===== src/rtl/m4adj_pkg.sv =====
`timescale 1ns / 1ps
package m4adj_pkg;

  localparam int DEF_ELEM_WIDTH = 32;
  localparam int DEF_FRAC_BITS  = 16;
  localparam int THR_WIDTH      = 16;
  localparam logic [3:0] LAST_STEP  = 4'd8;
  localparam logic [3:0] LAST_INDEX = 4'd15;
  localparam logic [63:0] S64_MAX_MAG = 64'h7FFF_FFFF_FFFF_FFFF;

  typedef logic signed [63:0] wide_t;

  typedef enum logic [3:0] {
    ST_LOAD,
    ST_FETCH_A,
    ST_FETCH_B,
    ST_MUL_GO,
    ST_MUL_WAIT,
    ST_APPLY,
    ST_CHECK,
    ST_SING_OUT,
    ST_DIV_FETCH,
    ST_DIV_GO,
    ST_DIV_WAIT,
    ST_DIV_OUT
  } state_t;

  // saturating add on signed 64 bits
  function automatic wide_t sat_add(wide_t a, wide_t b);
    logic signed [64:0] s;
    s = {a[63], a} + {b[63], b};
    if (s[64] != s[63]) begin
      return s[64] ? wide_t'({1'b1, 63'b0}) : wide_t'({1'b0, {63{1'b1}}});
    end
    return s[63:0];
  endfunction

  // saturating negate
  function automatic wide_t sat_neg(wide_t a);
    if (a == wide_t'({1'b1, 63'b0})) begin
      return wide_t'({1'b0, {63{1'b1}}});
    end
    return -a;
  endfunction

  // magnitude, most negative value gives 2^63
  function automatic logic [63:0] mag(wide_t v);
    return v[63] ? (64'd0 - 64'(v)) : 64'(v);
  endfunction

  // apply sign to a magnitude, clamped to +lim / -(lim+1)
  function automatic logic [63:0] from_mag(logic [63:0] m, logic neg, logic [63:0] lim);
    logic [63:0] mm;
    if (neg) begin
      mm = (m > lim + 64'd1) ? lim + 64'd1 : m;
      return 64'd0 - mm;
    end
    return (m > lim) ? lim : m;
  endfunction

  // column-major address of minor element (a,b) with row i and column j removed
  function automatic logic [3:0] minor_addr(logic [1:0] i, logic [1:0] j,
                                            logic [1:0] a, logic [1:0] b);
    logic [2:0] r;
    logic [2:0] c;
    r = {1'b0, a} + ((a >= i) ? 3'd1 : 3'd0);
    c = {1'b0, b} + ((b >= j) ? 3'd1 : 3'd0);
    return {c[1:0], r[1:0]};
  endfunction

  // left operand {row, col} of the minor for each product step
  function automatic logic [3:0] step_a(logic [3:0] s);
    unique case (s)
      4'd0:    return {2'd1, 2'd1};
      4'd1:    return {2'd1, 2'd2};
      4'd2:    return {2'd1, 2'd0};
      4'd3:    return {2'd1, 2'd2};
      4'd4:    return {2'd1, 2'd0};
      4'd5:    return {2'd1, 2'd1};
      4'd6:    return {2'd0, 2'd0};
      4'd7:    return {2'd0, 2'd1};
      default: return {2'd0, 2'd2};
    endcase
  endfunction

  // right operand {row, col} for the 2x2 product steps
  function automatic logic [3:0] step_b(logic [3:0] s);
    unique case (s)
      4'd0:    return {2'd2, 2'd2};
      4'd1:    return {2'd2, 2'd1};
      4'd2:    return {2'd2, 2'd2};
      4'd3:    return {2'd2, 2'd0};
      4'd4:    return {2'd2, 2'd1};
      default: return {2'd2, 2'd0};
    endcase
  endfunction

endpackage


===== src/rtl/m4adj_mul.sv =====
`timescale 1ns / 1ps
module m4adj_mul #(
  parameter int FRAC_BITS = m4adj_pkg::DEF_FRAC_BITS
) (
  input  logic              clk,
  input  logic              rst,
  input  logic              start,
  input  m4adj_pkg::wide_t  a,
  input  m4adj_pkg::wide_t  b,
  output logic              done,
  output m4adj_pkg::wide_t  p
);
  import m4adj_pkg::*;

  logic [63:0]  ma;
  logic [63:0]  mb;
  logic         neg;
  logic [127:0] prod;
  logic [1:0]   cnt;
  logic         busy;
  logic         fin;
  logic [31:0]  pa;
  logic [31:0]  pb;
  logic [63:0]  pp;
  logic [127:0] pp_sh;
  logic [63:0]  q;

  // one 32x32 partial product per cycle
  always_comb begin
    pa = cnt[1] ? ma[63:32] : ma[31:0];
    pb = cnt[0] ? mb[63:32] : mb[31:0];
    pp = 64'(pa) * 64'(pb);
    unique case ({1'b0, cnt[1]} + {1'b0, cnt[0]})
      2'd0:    pp_sh = {64'b0, pp};
      2'd1:    pp_sh = {32'b0, pp, 32'b0};
      default: pp_sh = {pp, 64'b0};
    endcase
    q = prod[FRAC_BITS +: 64];
    if ((prod >> (64 + FRAC_BITS)) != 128'b0) begin
      q = '1;
    end
  end

  // control
  always_ff @(posedge clk) begin
    if (rst) begin
      busy <= 1'b0;
      fin  <= 1'b0;
      done <= 1'b0;
      cnt  <= 2'd0;
    end else begin
      done <= fin;
      fin  <= busy && (cnt == 2'd3);
      if (start) begin
        busy <= 1'b1;
        cnt  <= 2'd0;
      end else if (busy) begin
        cnt <= cnt + 2'd1;
        if (cnt == 2'd3) begin
          busy <= 1'b0;
        end
      end
    end
  end

  // datapath
  always_ff @(posedge clk) begin
    if (start) begin
      ma   <= mag(a);
      mb   <= mag(b);
      neg  <= a[63] ^ b[63];
      prod <= 128'b0;
    end else if (busy) begin
      prod <= prod + pp_sh;
    end
    if (fin) begin
      p <= wide_t'(from_mag(q, neg, S64_MAX_MAG));
    end
  end

endmodule


===== config.mk =====
export PLATFORM = sky130hd
export DESIGN_NAME = m4adj_mul
export DESIGN_NICKNAME = d
export VERILOG_FILES = /design/src/rtl/m4adj_pkg.sv /design/src/rtl/m4adj_mul.sv
export SDC_FILE = /design/constraint.sdc
export NUM_CORES = 2
export LEC_CHECK = 0
export BUFFER_PORTS_ARGS = -buffer_cell sky130_fd_sc_hd__buf_2
export CORE_MARGIN = 5
export CORE_UTILIZATION = 55
export DETAILED_ROUTE_END_ITERATION = 8
export PLACE_DENSITY = 0.72
export SLEW_MARGIN = 5
export SYNTH_ARGS = -nofsm -noshare
export SYNTH_HDL_FRONTEND = slang
export SYNTH_SLANG_ARGS = --single-unit

===== constraint.sdc =====
create_clock -name clk -period 13.4 [get_ports clk]
set_input_delay 2.68 -clock clk [delete_from_list [all_inputs] [get_ports clk]]
set_output_delay 2.68 -clock clk [all_outputs]
set_load 0.005 [all_outputs]

==> flow_summary.json <==
{
  "worstMarginPinSlew_ns": 1.13,
  "setup_tns_ns": 0,
  "hpwl_um": 166000,
  "die_area_sq_mm": 0.110,
  "io_pins": 196,
  "synthTopCellsByArea": "fa_1 (32%), edfxtp_1 (10%), ha_1 (8.7%)",
  "track_usage_pct": 36.5,
  "path_max_fanout": 19,
  "outcome": "finished clean",
  "cts-buffers-inserted": 42,
  "finalClockSkew_ns": 0.0576,
  "cp_data_arrival_time_ns": 13.36,
  "slowest_delay_ns": 0.85,
  "cap_violations": 0,
  "gp_congestion": 1.01,
  "die_y_um": 332,
  "clk_pin_slew_ns": 0.08,
  "fp.dieW_um": 332,
  "place_area_sq_mm": 0.0611,
  "avgSynthCellArea_sq_um": 8.55,
  "slew_headroom_pct": 24.4,
  "port_buffers": 195,
  "fp-row-count": 118,
  "drcViolationCount": 0,
  "clock.fmax_ghz": 0.0777,
  "hold_viol_final": 0,
  "postLayoutCellArea_sq_mm": 0.0627,
  "firstDrtPassIters": 6,
  "grt_max_degree": 72,
  "wl_um": 206000,
  "floorplan.initialDensity_pct": 55.2,
  "routedWlPerCell_um": 24.8,
  "core_sq_mm": 0.103,
  "postSynthCellCount": 6663,
  "cts_num_sinks": 326,
  "yosysWarnings": 0,
  "synthArstFlopShare_pct": 0,
  "cp_common_cell": "fa_1",
  "postSynthNetCount": 8086,
  "rsz0062_at_grt": "no",
  "via_count": 50957,
  "synth_top_area_share_pct": 31.5,
  "ant_nets": 0,
  "grt_pass1_wl_um": 308000,
  "slowest_stage": "a211oi_1",
  "synth-edff-count": 193,
  "grt_pass1_vias": 50692,
  "synth-seq-cells": 326,
  "ctsRootBufferMaster": "clkbuf_16",
  "drt_iter0_markers": 5986,
  "synthDistinctLibCells": 77,
  "antenna_found_initial": 3,
  "drive_gt1_share_pct": 10.6,
  "synth_flop_cell": "edfxtp_1",
  "ys_seq_area_share_pct": 14.8,
  "path_class": "flop to flop",
  "synth_top_cell_by_area": "fa_1",
  "min-delay-path-class": "flop to flop",
  "cts_hold_buf": 0,
  "worstSetupStartpointType": "flop",
  "routed_via_density": 6.14,
  "hold_slack_ns": 0.487,
  "slew_viol_final": 0,
  "htreeDepth": 2,
  "finalSetupViolations": 0,
  "nNetsFinal": 8306,
  "setup.worst_path.end_class": "flop",
  "grt_remaining_overflow": 0,
  "area_growth_pct": 10.0,
  "clockBufferDepth": 3,
  "critPathRequiredTime_ns": 13.90,
  "cts_tree": "built",
  "fin_crit_ns": 12.86,
  "clk_latency_ns": 0.67,
  "finalCritPeriodShare_pct": 96.0,
  "syn_area_sq_mm": 0.0570
}
## sequential cells by signal, summed over array words and instances (netlist names)
name  flops
done      1
cnt       2
ma       64
prod    128
p        64
busy      1
fin       1
neg       1
mb       64
## synthesized netlist by cell type (79+ instances only)
cell	count
nor2_1	934
inv_1	930
fa_1	897
nand2_1	766
ha_1	395
a21oi_1	331
clkbuf_1	312
o21ai_0	285
xnor2_1	228
edfxtp_1	193
mux2i_1	139
dfxtp_1	133
a21o_1	106
nor3_1	86
xor2_1	79
## cells by family after synthesis
kind of cell / count (synthesis) / share of synthesized area, %
compound gates: 1070 / 11.6
buf+inv: 1267 / 8.35
fa+ha+maj: 1292 / 40.2
mux: 201 / 3.67
simple gates: 2200 / 16.6
xor+xnor: 307 / 4.72
flops: 326 / 14.8
## critical path: cells and delay by family (launching register included)
kind | cells | cell delay (ns)
fa+ha+maj | 10 | 4.49
simple gates | 10 | 1.76
buf+inv | 6 | 0.86
mux | 1 | 0.29
flops | 1 | 0.63
xor+xnor | 2 | 0.36
compound gates | 13 | 4.25
## final timing paths
kind | startpoint | slack (ns) | to | depth (start not counted)
setup reg to reg | cnt[1] | 0.54 | prod[127] | 42
hold / removal | prod[120] | 0.49 | prod[120] | 2
setup / recovery | cnt[1] | 0.54 | prod[127] | 42
hold reg to reg | prod[120] | 0.49 | prod[120] | 2
## final cells by class
type	count	area, sq um
timing repair buffer	511	3490
tap	1380	1730
sequential	326	8470
antenna	6	15.0
multi-input combinational	5070	44000
inverter	932	3500
fill	9092	40500
clock inverter	28	360
clock buffer	50	1110
## metal layers
| layer | track usage [%] | share of wire (%) |
|---|---|---|
| met2 | 55.1 | 43 |
| met5 | 0 | 0 |
| met1 | 49.5 | 39 |
| met3 | 8.97 | 12 |
| met4 | 18.2 | 6.5 |
## metrics by stage
stage                     setup WS [ns]  instances  util [%]
after floorplan                    1.51       6663         -
after global placement           -0.512       8214      59.2
after detailed placement          0.502       8215      59.2
after CTS                         0.388       8293      60.6
after global routing             0.0672       8298      60.7
final                             0.536       8303      60.7
## repair_timing
action / in CTS / in global routing
gates resized for setup: 0 / 5
endpoints found under the setup margin: 0 / 24
setup buffers: 0 / 4
## cell usage in the layout (no fill, tap or decap), drive strengths merged, types with 16 or more instances in the layout
cell type,count
edfxtp,193
nand2,766
a31oi,31
nor2,934
o211ai,22
a21oi,331
buf,510
clkbuf,51
nand3,51
o31ai,56
nor2b,21
and2,50
or3,55
o21ai,288
or4,30
nand4,75
mux2i,139
a22o,16
a211oi,24
o41ai,17
and3,23
mux2,62
xnor2,228
dfxtp,133
nor4,43
o21bai,41
nor3,86
nand2b,24
or2,21
xor2,79
a21o,106
ha,395
fa,897
o21a,25
inv,936
Power is not shown: default switching activity piles up to over one toggle a cycle in this logic, so the estimate is an artifact.
