File: src/rtl/m4adj_pkg.sv
`timescale 1ns / 1ps
package m4adj_pkg;

  localparam int DEF_ELEM_WIDTH = 32;
  localparam int DEF_FRAC_BITS  = 16;
  localparam int THR_WIDTH      = 16;
  localparam logic [3:0] LAST_STEP  = 4'd8;
  localparam logic [3:0] LAST_INDEX = 4'd15;
  localparam logic [63:0] S64_MAX_MAG = 64'h7FFF_FFFF_FFFF_FFFF;

  typedef logic signed [63:0] wide_t;

  typedef enum logic [3:0] {
    ST_LOAD,
    ST_FETCH_A,
    ST_FETCH_B,
    ST_MUL_GO,
    ST_MUL_WAIT,
    ST_APPLY,
    ST_CHECK,
    ST_SING_OUT,
    ST_DIV_FETCH,
    ST_DIV_GO,
    ST_DIV_WAIT,
    ST_DIV_OUT
  } state_t;

  // saturating add on signed 64 bits
  function automatic wide_t sat_add(wide_t a, wide_t b);
    logic signed [64:0] s;
    s = {a[63], a} + {b[63], b};
    if (s[64] != s[63]) begin
      return s[64] ? wide_t'({1'b1, 63'b0}) : wide_t'({1'b0, {63{1'b1}}});
    end
    return s[63:0];
  endfunction

  // saturating negate
  function automatic wide_t sat_neg(wide_t a);
    if (a == wide_t'({1'b1, 63'b0})) begin
      return wide_t'({1'b0, {63{1'b1}}});
    end
    return -a;
  endfunction

  // magnitude, most negative value gives 2^63
  function automatic logic [63:0] mag(wide_t v);
    return v[63] ? (64'd0 - 64'(v)) : 64'(v);
  endfunction

  // apply sign to a magnitude, clamped to +lim / -(lim+1)
  function automatic logic [63:0] from_mag(logic [63:0] m, logic neg, logic [63:0] lim);
    logic [63:0] mm;
    if (neg) begin
      mm = (m > lim + 64'd1) ? lim + 64'd1 : m;
      return 64'd0 - mm;
    end
    return (m > lim) ? lim : m;
  endfunction

  // column-major address of minor element (a,b) with row i and column j removed
  function automatic logic [3:0] minor_addr(logic [1:0] i, logic [1:0] j,
                                            logic [1:0] a, logic [1:0] b);
    logic [2:0] r;
    logic [2:0] c;
    r = {1'b0, a} + ((a >= i) ? 3'd1 : 3'd0);
    c = {1'b0, b} + ((b >= j) ? 3'd1 : 3'd0);
    return {c[1:0], r[1:0]};
  endfunction

  // left operand {row, col} of the minor for each product step
  function automatic logic [3:0] step_a(logic [3:0] s);
    unique case (s)
      4'd0:    return {2'd1, 2'd1};
      4'd1:    return {2'd1, 2'd2};
      4'd2:    return {2'd1, 2'd0};
      4'd3:    return {2'd1, 2'd2};
      4'd4:    return {2'd1, 2'd0};
      4'd5:    return {2'd1, 2'd1};
      4'd6:    return {2'd0, 2'd0};
      4'd7:    return {2'd0, 2'd1};
      default: return {2'd0, 2'd2};
    endcase
  endfunction

  // right operand {row, col} for the 2x2 product steps
  function automatic logic [3:0] step_b(logic [3:0] s);
    unique case (s)
      4'd0:    return {2'd2, 2'd2};
      4'd1:    return {2'd2, 2'd1};
      4'd2:    return {2'd2, 2'd2};
      4'd3:    return {2'd2, 2'd0};
      4'd4:    return {2'd2, 2'd1};
      default: return {2'd2, 2'd0};
    endcase
  endfunction

endpackage

File: src/rtl/m4adj_div.sv
`timescale 1ns / 1ps
module m4adj_div #(
  parameter int ELEM_WIDTH = m4adj_pkg::DEF_ELEM_WIDTH,
  parameter int FRAC_BITS  = m4adj_pkg::DEF_FRAC_BITS
) (
  input  logic                  clk,
  input  logic                  rst,
  input  logic                  start,
  input  m4adj_pkg::wide_t      num,
  input  m4adj_pkg::wide_t      den,
  output logic                  done,
  output logic [ELEM_WIDTH-1:0] quot
);
  import m4adj_pkg::*;

  localparam logic [63:0] ELEM_MAX_MAG = (64'd1 << (ELEM_WIDTH - 1)) - 64'd1;

  logic [127:0] dvd;
  logic [63:0]  d;
  logic [63:0]  r;
  logic [63:0]  q;
  logic         ovf;
  logic         neg;
  logic [6:0]   cnt;
  logic         busy;
  logic         fin;
  logic [63:0]  rs;
  logic [63:0]  qs;
  logic         take;
  logic [63:0]  qf;

  // one restoring step
  always_comb begin
    rs   = {r[62:0], dvd[127]};
    qs   = {q[62:0], 1'b0};
    take = r[63] || (rs >= d);
    qf   = ovf ? '1 : q;
  end

  // control
  always_ff @(posedge clk) begin
    if (rst) begin
      busy <= 1'b0;
      fin  <= 1'b0;
      done <= 1'b0;
      cnt  <= 7'd0;
    end else begin
      done <= fin;
      fin  <= busy && (cnt == 7'd127);
      if (start) begin
        busy <= 1'b1;
        cnt  <= 7'd0;
      end else if (busy) begin
        cnt <= cnt + 7'd1;
        if (cnt == 7'd127) begin
          busy <= 1'b0;
        end
      end
    end
  end

  // datapath
  always_ff @(posedge clk) begin
    if (start) begin
      dvd <= {64'b0, mag(num)} << FRAC_BITS;
      d   <= mag(den);
      neg <= num[63] ^ den[63];
      r   <= 64'b0;
      q   <= 64'b0;
      ovf <= 1'b0;
    end else if (busy) begin
      dvd <= {dvd[126:0], 1'b0};
      ovf <= ovf | q[63];
      r   <= take ? rs - d : rs;
      q   <= take ? (qs | 64'd1) : qs;
    end
    if (fin) begin
      quot <= ELEM_WIDTH'(from_mag(qf, neg, ELEM_MAX_MAG));
    end
  end

endmodule

File: config.mk
export PLATFORM = sky130hd
export DESIGN_NAME = m4adj_div
export DESIGN_NICKNAME = d
export VERILOG_FILES = /design/src/rtl/m4adj_pkg.sv /design/src/rtl/m4adj_div.sv
export SDC_FILE = /design/constraint.sdc
export NUM_CORES = 1
export LEC_CHECK = 0
export ABC_AREA = 1
export BUFFER_PORTS_ARGS = -buffer_cell sky130_fd_sc_hd__buf_2
export CAP_MARGIN = 20
export CORE_ASPECT_RATIO = 1.25
export CORE_MARGIN = 2
export CORE_UTILIZATION = 60
export DETAILED_ROUTE_END_ITERATION = 7
export GPL_TIMING_DRIVEN = 0
export PLACE_DENSITY = 0.79
export SLEW_MARGIN = 10
export SYNTH_ARGS = -nofsm -noshare
export SYNTH_HDL_FRONTEND = slang
export SYNTH_SLANG_ARGS = --single-unit
File: constraint.sdc
create_clock -name clk -period 4.6 [get_ports clk]
set_input_delay 0.92 -clock clk [delete_from_list [all_inputs] [get_ports clk]]
set_output_delay 0.92 -clock clk [all_outputs]
set_load 0.1 [all_outputs]
==> impl_metrics.csv <==
group,metric,value,unit
outcome,outcome,"complete, but fails checks",
outcome,violations,"design-rule violations",
sta,min_period_over_period,81.7,%
yosys,ys_types,56,
yosys,syn_area_per_cell,6.94,sq um
global_route,grt_pass1_vias,22000,
floorplanning,die_h,223,um
yosys,yosysSeqAreaShare,37.4,%
sta,slew_headroom,31.5,%
pwr,power.total,7.36,mW
critical_path,start_kind,"input pin",
drt,first_iter_violations,2610,
cts,cts_max_level,2,
pwr,peakVddDrop,0.349,mV
sta,fin_ws,0.842,ns
final_layout,nNetsFinal,3706,
cts,ctsHoldBuffers,0,
yosys,synth_edf_count,161,
sta,max_freq,266,MHz
yosys,yosys.area.top_type,"edfxtp_1",
global_route,antenna_found_initial,2,
drt,post-route-drc-count,1,
yosys,yosys-top-cells-count,"nand2_1 (819), inv_1 (504), nor2_1 (409)",
cts,cts_buffers,36,
critical_path,path_class,"in -> reg",
yosys,yosys.cell_count.top_type,"nand2_1",
drt,detail-route-antenna-nets,0,
critical_path,arrival,3.99,ns
worst_hold_path,hp-class,"reg -> reg",
cts,path_clk_slew,0.06,ns
cts,root_buffer,"clkbuf_16",
sta,fin_worst_skew,0.0216,ns
floorplanning,pin_count,164,
yosys,synthesis.nets,3504,
sta,maxSlewViolCount,0,
floorplanning,fp-row-count,80,
place,place_area,24400,sq um
yosys,synthesis.area,22900,sq um
place,portBuffers,163,
critical_path,crit_required,4.83,ns
global_route,grt_start_max_net_pins,67,
flow_run,maxCapViolations,0,
floorplanning,die_w,179,um
cts,postCtsSetupBuffers,0,
sta,fin_crit,3.76,ns
floorplanning,dieArea,39800,sq um
global_route,grt_overflow_total,0,
sta,setup_viol,0,
final_layout,fillers,3356,
critical_path,reg2reg_slack,1.08,ns
sta,rsz0062_at_grt,"no",
sta,worst_pin_slew,1.03,ns
place,place_congestion,1.08,
critical_path,cp_max_fo,66,
global_route,grt_pass1_wl,116000,um
yosys,synth_warnings,0,
cts,clock_sinks,348,
final_layout,layout-area-overhead-vs-synth,11.7,%
pwr,power.density,287,nW/um^2
drt,vias,23500,
cts,clock_latency,0.55,ns
drt,post_drt_wl_per_cell,18.8,um
yosys,synth_top_area_share,21.1,%
yosys,syn_inst,3304,
sta,final_hold_viol_count,0,
drt,drt_wl_total,75700,um
place,dpl_worst_slack,0.306,ns
final_layout,stdcell_area,25600,sq um
yosys,async_flop_share,0,%
yosys,yosys-top-cells-area,"edfxtp_1 (21%), dfxtp_1 (16%), nand2_1 (13%), inv_1 (8.2%), nor2_1 (6.7%)",
yosys,synth_seq_cells,348,
floorplanning,coreArea,37900,sq um
global_route,grt_usage,37.3,%
critical_path,critPathCaptureType,"flop",
final_layout,drive_above_1_share,8.10,%
pwr,power.leakage,11.6,nW
cts,cts_tree,"yes",
cts,clockBufferDepth,3,
drt,drt_pass1_iterations,8,
place,hpwl,59900,um
cts,cts-resized-gates,0,
drt,vias_per_cell,5.82,
floorplanning,initial_core_util,60.5,%
yosys,synthFlopType,"dfxtp_1",
==> metrics by stage <==
| stage | instances | setup TNS [ns] | util, % | hold slack, ns |
|---|---|---|---|---|
| floorplan | 3304 | 0 | - | 0.422 |
| global placement | 3959 | -144.94 | 64.3 | 0.434 |
| detailed placement | 3960 | 0 | 64.3 | 0.446 |
| CTS | 4025 | 0 | 67.5 | 0.457 |
| global route | 4025 | 0 | 67.5 | 0.493 |
| finish | 4026 | 0 | 67.5 | 0.463 |
==> power breakdown <==
group / switching, mW / total [mW] / internal (mW)
clock: 1.29 / 3.00 / 1.72
sequential: 0.0410 / 3.43 / 3.39
combinational: 0.642 / 0.922 / 0.279
total: 1.97 / 7.36 / 5.39
==> worst paths after layout <==
| check | start | end | depth (start not counted) |
|---|---|---|---|
| max | start | dvd[46] | 7 |
| min | r[63] | r[63] | 2 |
| max reg2reg | dvd[127] | r[58] | 14 |
| min reg2reg | r[63] | r[63] | 2 |
==> state kept, by name, indices dropped and copies added, names as in the netlist <==
register / count
dvd: 112
d: 64
q: 64
r: 64
quot: 32
cnt: 7
busy: 1
done: 1
fin: 1
neg: 1
ovf: 1
==> per-layer routing <==
layer,up-vias,routed length [um],track usage (%)
li1,11200,-,-
met5,-,13,0
met2,1247,35000,61.1
met1,10800,30300,48.0
met3,217,7090,7.43
met4,2,3290,15.2
==> critical path, cell delays in order <==
cell	delay, ns
buf_4	0.66
clkbuf_1	0.42
nor2_1	0.26
inv_1	0.13
clkbuf_1	0.58
clkbuf_4	0.64
buf_12	0.30
==> cells in the final DEF (no fill, tap or decap), types with 24 or more instances in the layout <==
cell type / count
clkbuf_16: 40
buf_2: 168
edfxtp_1: 161
o22ai_1: 112
xnor2_1: 53
nand3_1: 182
inv_1: 504
ha_1: 68
dfxtp_1: 186
xor2_1: 99
o21ai_0: 201
a21oi_1: 109
nor2_1: 409
o41ai_1: 24
o21ai_1: 31
nand4_1: 38
nor3_1: 51
clkbuf_1: 73
nand2_1: 819
==> layout make-up <==
cell class | instances | area [sq um] | area share [%]
Sequential cell | 348 | 8580 | 33.5
Timing Repair Buffer | 164 | 838 | 3.27
Tap cell | 492 | 616 | 2.40
Buffer | 98 | 493 | 1.92
Multi-Input combinational cell | 2349 | 12000 | 46.7
Clock inverter | 16 | 138 | 0.537
Inverter | 509 | 1910 | 7.47
Antenna cell | 1 | 2.50 | 0.00977
Clock buffer | 49 | 1070 | 4.20
==> logic make-up (layout without fill, tap and decap cells) <==
logic type | count (synthesis) | after routing | share of synthesized area, %
flip-flops | 348 | 348 | 37.4
buffers and inverters | 607 | 836 | 10.5
other | 0 | 1 | 0
XOR/XNOR | 152 | 152 | 5.80
adder cells (fa/ha/maj) | 69 | 69 | 3.80
AO/OA/AOI/OAI | 559 | 559 | 14.1
AND/OR/NAND/NOR | 1569 | 1569 | 28.4
Power figures use the tool's default switching activity.
